[src/design/dsct_pkg.sv]
// ----------------------------------------------------------------------------
// dsct_pkg - shared types and codes of the darknet /24 color table
// Item and result structs, opcodes, status codes, register map and the
// control bundle handed from the merge unit to the sequencer.
// ----------------------------------------------------------------------------
package dsct_pkg;

  // opcodes
  localparam logic [1:0] OP_LOOKUP  = 2'd0;
  localparam logic [1:0] OP_INSERT  = 2'd1;
  localparam logic [1:0] OP_REBUILD = 2'd2;
  localparam logic [1:0] OP_COMMIT  = 2'd3;

  // insert status codes
  localparam logic [2:0] ST_OK        = 3'd0;
  localparam logic [2:0] ST_SHORT     = 3'd1;
  localparam logic [2:0] ST_DROP      = 3'd2;
  localparam logic [2:0] ST_EXCLUDE   = 3'd3;
  localparam logic [2:0] ST_BAD_COLOR = 3'd4;

  // configuration register map, word index taken from paddr[2]
  localparam int unsigned CFG_AW          = 3;
  localparam logic        REG_DARKNET_OCT = 1'b0;

  typedef struct packed {
    logic [1:0]  opcode;
    logic [31:0] address;
    logic        is_ipv4;
    logic [5:0]  prefix_len;
    logic [7:0]  prefix_color;
    logic        exclude_default;
  } item_t;

  typedef struct packed {
    logic [7:0] color;
    logic [2:0] status;
    logic [9:0] new_count;
    logic [9:0] overlap_count;
  } result_t;

  typedef struct packed {
    logic       fail;
    logic [2:0] status;
    logic       inc_new;
    logic       inc_over;
  } merge_ctl_t;

endpackage

[src/design/dsct_merge.sv]
// ----------------------------------------------------------------------------
// dsct_merge - color merge unit
// Merges an insert color into one table entry and flags conflicts.
// ----------------------------------------------------------------------------
module dsct_merge #(
  parameter int COLOR_BITS = 8
) (
  input  logic [COLOR_BITS-1:0]  entry_i,
  input  logic [COLOR_BITS-1:0]  color_i,
  input  logic                   excl_i,
  output logic [COLOR_BITS-1:0]  wdata_o,
  output dsct_pkg::merge_ctl_t   ctl_o
);
  import dsct_pkg::*;

  logic e_zero, e_multi, c_zero;

  assign e_zero  = (entry_i == '0);
  assign e_multi = (entry_i > COLOR_BITS'(1));
  assign c_zero  = (color_i == '0);

  always_comb begin
    ctl_o   = '0;
    wdata_o = entry_i | color_i;
    if ((e_zero && !c_zero) || (e_multi && c_zero)) begin
      ctl_o.fail   = 1'b1;
      ctl_o.status = ST_DROP;
    end else if (entry_i[0]) begin
      // entry still shares the default sink
      if (excl_i) begin
        if (e_multi) begin
          ctl_o.fail   = 1'b1;
          ctl_o.status = ST_EXCLUDE;
        end else begin
          wdata_o       = color_i;
          ctl_o.inc_new = 1'b1;
        end
      end else begin
        ctl_o.inc_new = 1'b1;
      end
    end else if (e_multi) begin
      ctl_o.inc_over = 1'b1;
    end else begin
      ctl_o.inc_new = 1'b1;
    end
  end

endmodule

[config.mk]
export PLATFORM = sky130hd
export DESIGN_NAME = dsct_merge
export DESIGN_NICKNAME = d
export VERILOG_FILES = /design/src/design/dsct_pkg.sv /design/src/design/dsct_merge.sv
export SDC_FILE = /design/constraint.sdc
export NUM_CORES = 1
export LEC_CHECK = 0
export BUFFER_PORTS_ARGS = -buffer_cell sky130_fd_sc_hd__buf_2
export CORE_AREA = 4 4 41 43
export DETAILED_ROUTE_END_ITERATION = 8
export DIE_AREA = 0 0 45 47
export PLACE_DENSITY = 0.57
export SYNTH_ARGS = -nofsm -noshare
export SYNTH_HDL_FRONTEND = slang
export SYNTH_SLANG_ARGS = --single-unit
[constraint.sdc]
create_clock -name vclk -period 1.57
set_input_delay 0.2355 -clock vclk [all_inputs]
set_output_delay 0.2355 -clock vclk [all_outputs]
set_load 0.03 [all_outputs]
==> metrics.md <==
| Metric | Value |
|---|---|
| DRC Markers | 0 |
| # IOs | 31 |
| Cell taking the most area after synthesis | nor4_4 |
| Kind of critical path | in2out |
| Xor/xnor cell area share of the yosys netlist | 0% |
| Simple logic cell fraction of the synthesized area | 63.1% |
| Largest net degree at the start of global routing | 5 |
| CP max-delay cell | nor4_4 |
| Largest family of logic cells by synthesized area | simple AND/OR/NAND/NOR gates |
| Most frequent cell after synthesis | or2_1 |
| Total gr overflow | 0 |
| Post-synth top area share | 21.7% |
| Compound-Gate Fraction of Synth Area | 22.3% |
| Delay of the slowest cell on the worst path | 0.28 ns |
| Synth area leaders | nor4_4 22%, or2_1 19%, buf_4 7.6%, nor4_2 6.4%, mux2i_1 5.1% |
| Sequential element share of the synthesized area | 0% |
| Vias in the first global route | 227 |
| Crit Path Max Fanout | 3 |
| DRT Pass-1 Iters | 4 |
| Clock buffer count | 0 |
| WL/cell | 11.0 um |
| HP Class | in2out |
| CP Launch Type | input port |
| Buf/Inv on CP | 2 |
| Sequential cell count | 0 |
| Fmax | 671 MHz |
| Sw power | 0.0770 mW |
| Share of power burned in registers | 0% |
| Filler-free cell count of the finished design | 70 |
| DRT Wirelength | approximately 770 um |
| Ys Warns | 0 |
| Yosys cell types | 18 |
| Aggregate negative setup slack | 0 ns |
| Static Leak | 0.184 nW |
| # rows | 13 |
| Status | finished clean |
| Sw Share | 62.5% |
| Die Ht | 47 um |
| Slew Limit Fails | 0 |
| Area of the core | 1300 um^2 |
| Core Util, Final | 30.4% |
| CP endpoint kind | output pin |
| Detailed Route Iter0 Violations | 3 |
| Die width | 45 um |
| Int Power | 0.0461 mW |
| Antenna violations before repair | 0 |
| Hold Buf Count CTS | 0 |
| Vias per cell | 4.04 |
| Mapped Avg Cell Area | 7.86 um^2 |
| Final hold violation count | 0 |
| Final worst path period need | approximately 1.5 ns |
| Power Density | 311 nW/um^2 |
| Sequential Area | 0 um^2 |
| Die area | 2120 um^2 |
| Layout net count | 74 |
| Layout area overhead | 101% |
| VDD IR max | between 100 and 150 uV |
| Final setup viols | 0 |
| Synth Net Count | 42 |
| RSZ-0062 raised after global routing | no |
| DRT antenna net count | 0 |
| Starting Density | ~15% |
| Final worst path period share | 95.0% |
| Ratio of cells with drive above 1 in the final layout | 70.9% |
| Synth cell count leaders | 6 x or2_1, 2 x buf_4, 2 x nor4_4 |
| Clock power share | 0% |
| Final Total Pwr | 0.123 mW |
| Final Wtd Congestion | between 0.7 and 0.8 |
| CP Cell Sequence | buf_2 > nor4_4 > and2_4 > mux2i_4 > buf_4 |
| Mux cell area share after synthesis | 5.10% |
| Fin Hold WS | just over 0.8 ns |
| Arrival time at the worst endpoint | roughly 1.3 ns |
| Combinational share of power | 100.0% |
| Adder-cell share of the synthesized area | 0% |
| Gr usage total | 7.01% |
| Post-synth design cell area | 196 um^2 |
| Via count | 283 |
| Maxcap violations | 0 |
| CP Data Required Time | 1.33 ns |
| Gate Count Post-Synth | 25 |
| Placed insts | between 60 and 70 |
| Crit path max-delay family | simple AND/OR/NAND/NOR gates |
| First-pass GRT wire length | ~1100 um |
| I/O Buffers | 30 |
| ANT cells | 0 |
[metal layers]
layer  GRT usage [%]  share of wire (%)  vias up
li1                -                  -      147
met1            9.01                 39      122
met2            13.6                 50       14
met3           0.383                 11        0
met4               0                  0        0
met5               0                  0        -
[path summary, 6_finish.rpt]
check                       from    endpoint  cells past startpoint
worst max-delay path  entry_i[2]    ctl_o[5]                      5
worst min-delay path  entry_i[6]  wdata_o[6]                      3
[placed cells by master, fill, tap and decap left out, drive strengths merged]
cell type and count:
a21boi 1, nor3 1, or2 7, mux2i 1
o21a 1, a211oi 1, conb 1, buf 32
nor2 1, nand3 1, and2 1, a21oi 1
nor4 3, nand2 1, a21o 2
[stage by stage]
step | cell area, um^2 | setup slack [ns]
6_report | 395 | 0.0786
5_1_grt | 395 | 0.0179
4_1_cts | 372 | -0.0149
3_5_place_dp | 370 | -0.0354
3_3_place_gp | 370 | 0.00129
2_1_floorplan | 209 | 0.0101
[power groups by stage]
| stage | sequential (mW) | combinational [mW] | clock (mW) |
|---|---|---|---|
| 4_1_cts | 0 | 0.119 | 0 |
| 3_5_place_dp | 0 | 0.118 | 0 |
| 3_3_place_gp | 0 | 0.117 | 0 |
| 6_report | 0 | 0.123 | 0 |
| 5_1_grt | 0 | 0.131 | 0 |
| 2_1_floorplan | 0 | 0.0693 | 0 |
[repair_timing]
item	in CTS	in global routing
pin swaps	0	3
buffers inserted	0	1
gates resized for setup	1	7
endpoints found under the setup margin	2	3
[cell type report]
cell class                 count  area, um^2
fill                         141         906
timing repair buffer          32         173
tap                           15        18.8
multi-input combinational     23         204
[kinds of logic (layout without fill, tap and decap cells)]
logic type | Yosys count | after routing
buf+inv | 2 | 32
other cells | 1 | 1
compound gates | 6 | 6
simple gates | 15 | 15
mux | 1 | 1
Note: power is estimated with default switching activity, not from simulation.
