==> config.mk <==
export PLATFORM = sky130hd
export DESIGN_NAME = dsct_cfg
export DESIGN_NICKNAME = d
export VERILOG_FILES = /design/src/design/dsct_pkg.sv /design/src/design/dsct_cfg.sv
export SDC_FILE = /design/constraint.sdc
export NUM_CORES = 1
export LEC_CHECK = 0
export BUFFER_PORTS_ARGS = -buffer_cell sky130_fd_sc_hd__clkbuf_2
export CORE_MARGIN = 3
export CORE_UTILIZATION = 29
export CTS_CLUSTER_DIAMETER = 80
export DETAILED_ROUTE_END_ITERATION = 6
export PLACE_DENSITY = 0.78
export SYNTH_ARGS = -nofsm -noshare
export SYNTH_HDL_FRONTEND = slang
export SYNTH_SLANG_ARGS = --single-unit
==> constraint.sdc <==
create_clock -name clk_i -period 0.95 [get_ports clk_i]
set_clock_uncertainty 0.05 [all_clocks]
set_input_delay 0.095 -clock clk_i [delete_from_list [all_inputs] [get_ports clk_i]]
set_output_delay 0.095 -clock clk_i [all_outputs]
set_load 0.005 [all_outputs]
==> src/design/dsct_pkg.sv <==
// ----------------------------------------------------------------------------
// dsct_pkg - shared types and codes of the darknet /24 color table
// Item and result structs, opcodes, status codes, register map and the
// control bundle handed from the merge unit to the sequencer.
// ----------------------------------------------------------------------------
package dsct_pkg;

  // opcodes
  localparam logic [1:0] OP_LOOKUP  = 2'd0;
  localparam logic [1:0] OP_INSERT  = 2'd1;
  localparam logic [1:0] OP_REBUILD = 2'd2;
  localparam logic [1:0] OP_COMMIT  = 2'd3;

  // insert status codes
  localparam logic [2:0] ST_OK        = 3'd0;
  localparam logic [2:0] ST_SHORT     = 3'd1;
  localparam logic [2:0] ST_DROP      = 3'd2;
  localparam logic [2:0] ST_EXCLUDE   = 3'd3;
  localparam logic [2:0] ST_BAD_COLOR = 3'd4;

  // configuration register map, word index taken from paddr[2]
  localparam int unsigned CFG_AW          = 3;
  localparam logic        REG_DARKNET_OCT = 1'b0;

  typedef struct packed {
    logic [1:0]  opcode;
    logic [31:0] address;
    logic        is_ipv4;
    logic [5:0]  prefix_len;
    logic [7:0]  prefix_color;
    logic        exclude_default;
  } item_t;

  typedef struct packed {
    logic [7:0] color;
    logic [2:0] status;
    logic [9:0] new_count;
    logic [9:0] overlap_count;
  } result_t;

  typedef struct packed {
    logic       fail;
    logic [2:0] status;
    logic       inc_new;
    logic       inc_over;
  } merge_ctl_t;

endpackage

==> src/design/dsct_cfg.sv <==
// ----------------------------------------------------------------------------
// dsct_cfg - apb register slice
// Holds the darknet octet; zero wait states.
// ----------------------------------------------------------------------------
module dsct_cfg (
  input  logic                        clk_i,
  input  logic                        rst_ni,
  input  logic                        psel_i,
  input  logic                        penable_i,
  input  logic                        pwrite_i,
  input  logic [dsct_pkg::CFG_AW-1:0] paddr_i,
  input  logic [31:0]                 pwdata_i,
  output logic [31:0]                 prdata_o,
  output logic                        pready_o,
  output logic [7:0]                  octet_o
);
  import dsct_pkg::*;

  logic [7:0] octet_q, octet_d;
  logic       wr_en;

  assign pready_o = 1'b1;
  assign wr_en    = psel_i && penable_i && pwrite_i && (paddr_i[2] == REG_DARKNET_OCT);

  always_comb begin
    octet_d = octet_q;
    if (wr_en) begin
      octet_d = pwdata_i[7:0];
    end
  end

  always_ff @(posedge clk_i or negedge rst_ni) begin
    if (!rst_ni) begin
      octet_q <= 8'd0;
    end else begin
      octet_q <= octet_d;
    end
  end

  assign prdata_o = (psel_i && (paddr_i[2] == REG_DARKNET_OCT)) ? {24'd0, octet_q} : 32'd0;
  assign octet_o  = octet_q;

endmodule

==> metrics.md <==
| Metric | Value |
|---|---|
| RSZ-0062 raised after global routing | yes |
| Min Tclk post-route | 1.02 ns |
| Critical path type | flip-flop to primary output |
| Flops & latches, synth | 8 |
| Total Wirelength | 1.01 mm |
| Pre-antenna DRT Iters | 1 |
| Final RePlAce weighted congestion | 0.580 |
| Synth Instances | 53 |
| 1st-iter DRT viols | 0 |
| CP startpoint kind | flip-flop |
| Status | finished with violations |
| Crit end category | primary output |
| IO Pins | around 80 |
| Num Clock Sinks | 8 |
| Post-route setup slack | -0.0680 ns |
| Pin count of the biggest net entering global routing | 9 |
| Number of flops mapped to enable cells by yosys | 0 |
| Maximum buffer depth of the clock tree | 2 |
| Flip-flop count of the largest register after layout | 8 |
| Clk slew on worst S/H paths | 0.05 ns |
| Required @ worst endpoint | 0.81 ns |
| Share of cells above drive strength 1 | 51.8% |
| Global-route wire length before repair | 1.51 mm |
| Max_cap viols | 0 |
| Fmax | between 900 and 1000 MHz |
| Leading register cell type out of synthesis | dfrtp_1 |
| Via/cell ratio | 3.60 |
| Worst ir drop on vdd | 580 uV |
| Most common library cells after synthesis | buf_4, and2_1, dfrtp_1, mux2_2, conb_1 |
| Post-synth top area cell | dfrtp_1 |
| Vias in the first global route | around 320 |
| GRT Resource Usage Total | 8.19% |
| Initial Utilization | a little under a third |
| Critical path fanouts, max | 3 |
| Register area share after synthesis | 35.2% |
| Final cell count without fillers | 110 |
| Worst Hold Class | primary input to flip-flop |
| Fin util | 38.5% |
| CTS buffer count | 3 |
| Yosys cell types | 7 |
| HPWL after DPL | 843 um |
| Ranking of synthesized cells by area | dfrtp_1, buf_4, mux2_2 |
| CTS tree | yes |
| Hold slack | 0.0292 ns |
| Share of the synthesized area in the top cell type | 35.2% |
| Routed WL per cell | about 9 um |
| Initial antenna violation count | 0 |
| Die width | a little over 50 um |
| Die Ht | 50.3 um |
| Vias | 396 |
| Total power density per cell area | 1470 nW/um2 |
| Period Utilization, post-route | 107% |
| Mapped Area | 568 um2 |
| Core area | 1780 um2 |
| N_diodes | 0 |
| Clock latency on the worst-skew pair | 0.24 ns |
| Final setup fails | 9 |
| Power, Total | between 1000 and 1500 uW |
| # rows | 15 |
| Pleak | 0.000405 uW |
| Remaining DRCs | 0 |
| Mean Syn Cell Area | 10.7 um2 |
| Pins over their slew limit | 0 |
| Crit path arrival time | between 0.8 and 0.9 ns |
| Grt total ovfl | 0 |
| H-tree levels | 1 |
| Fillcell total | 191 |
| I/O Buffers | 29 |
| Final antenna-violating net count | 0 |
| Root Buffer Master | clkbuf_4 |
| Yosys warnings | 0 |
| Final nets | ~130 |
| Inst Count DP | 105 |
| Post-synth ARST share | 100% |
| P&R area growth vs syn | 20.7% |
| Final hold violations | 0 |
| Die area | 2530 um2 |
| Cell with the most instances after synthesis | buf_4 |
| Violated checks | setup timing |
==> layout by cell type (no fill, tap or decap), drive strengths merged <==
master,instances
and2,8
and2b,1
buf,2
clkbuf,31
conb,25
dfrtp,8
dlygate4sd3,1
mux2,8
nand4b,1
==> stage by stage <==
step	worst slack (ns)	TNS [ns]	area [um2]
after floorplan	0.151	0	654
after global placement	0.0202	0	643
after detailed placement	-0.000890	-0.000890	643
after CTS	-0.0898	-0.632	676
after global routing	-0.119	-0.932	686
final	-0.0680	-0.516	686
==> power breakdown <==
part	leakage (uW)	switching (uW)	internal [uW]	total [uW]
logic	0.000295	123	173	296
registers	0.0000960	43.6	417	460
clock network	0.0000138	110	144	254
total	0.000405	277	734	1010
==> critical path, stage by stage, from the launching register on <==
cell and delay, ns:
dfrtp_1 0.39, and2_4 0.14, clkbuf_2 0.10
==> cell type report <==
type / count / area, um2 / share of cell area, %
clock buffers: 3 / 22.5 / 3.28
multi-input cells: 43 / 269 / 39.2
well taps: 25 / 31.3 / 4.56
repair buffers: 31 / 163 / 23.7
flip-flops and latches: 8 / 200 / 29.2
==> per-layer routing <==
metal,track usage (%),part of all wire (%),up-vias
met1,9.94,39,173
met4,2.76,0,0
li1,-,-,183
met5,0,0,-
met3,3.86,17,0
met2,12.6,44,40
==> worst paths after layout <==
| check | start | to | slack [ns] | cells past startpoint |
|---|---|---|---|---|
| worst max-delay path | octet_o[1] | prdata_o[1] | -0.07 | 2 |
| worst min-delay path | pwdata_i[3] | octet_o[3] | 0.03 | 2 |
| worst max register to register | octet_o[4] | octet_o[4] | 0.04 | 2 |
| worst min register to register | octet_o[0] | octet_o[0] | 0.47 | 1 |
| max in group asynchronous | rst_ni | octet_o[5] | 0.48 | 2 |
| min in group asynchronous | rst_ni | octet_o[6] | 0.19 | 2 |
==> what timing repair did <==
item,in CTS,in global routing
hold buffers,1,0
hold endpoints to repair,8,0
gates resized for setup,0,2
gates cloned,0,0
endpoints found under the setup margin,8,8
setup buffers,0,1
pin swaps,0,0
==> logic make-up after synthesis <==
logic type | after synthesis | share of synthesized area (%)
buffers and inverters | 25 | 33.0
and+or+nand+nor | 10 | 14.5
muxes | 8 | 15.9
DFF | 8 | 35.2
other | 2 | 1.32
Power figures use the tool's default switching activity.
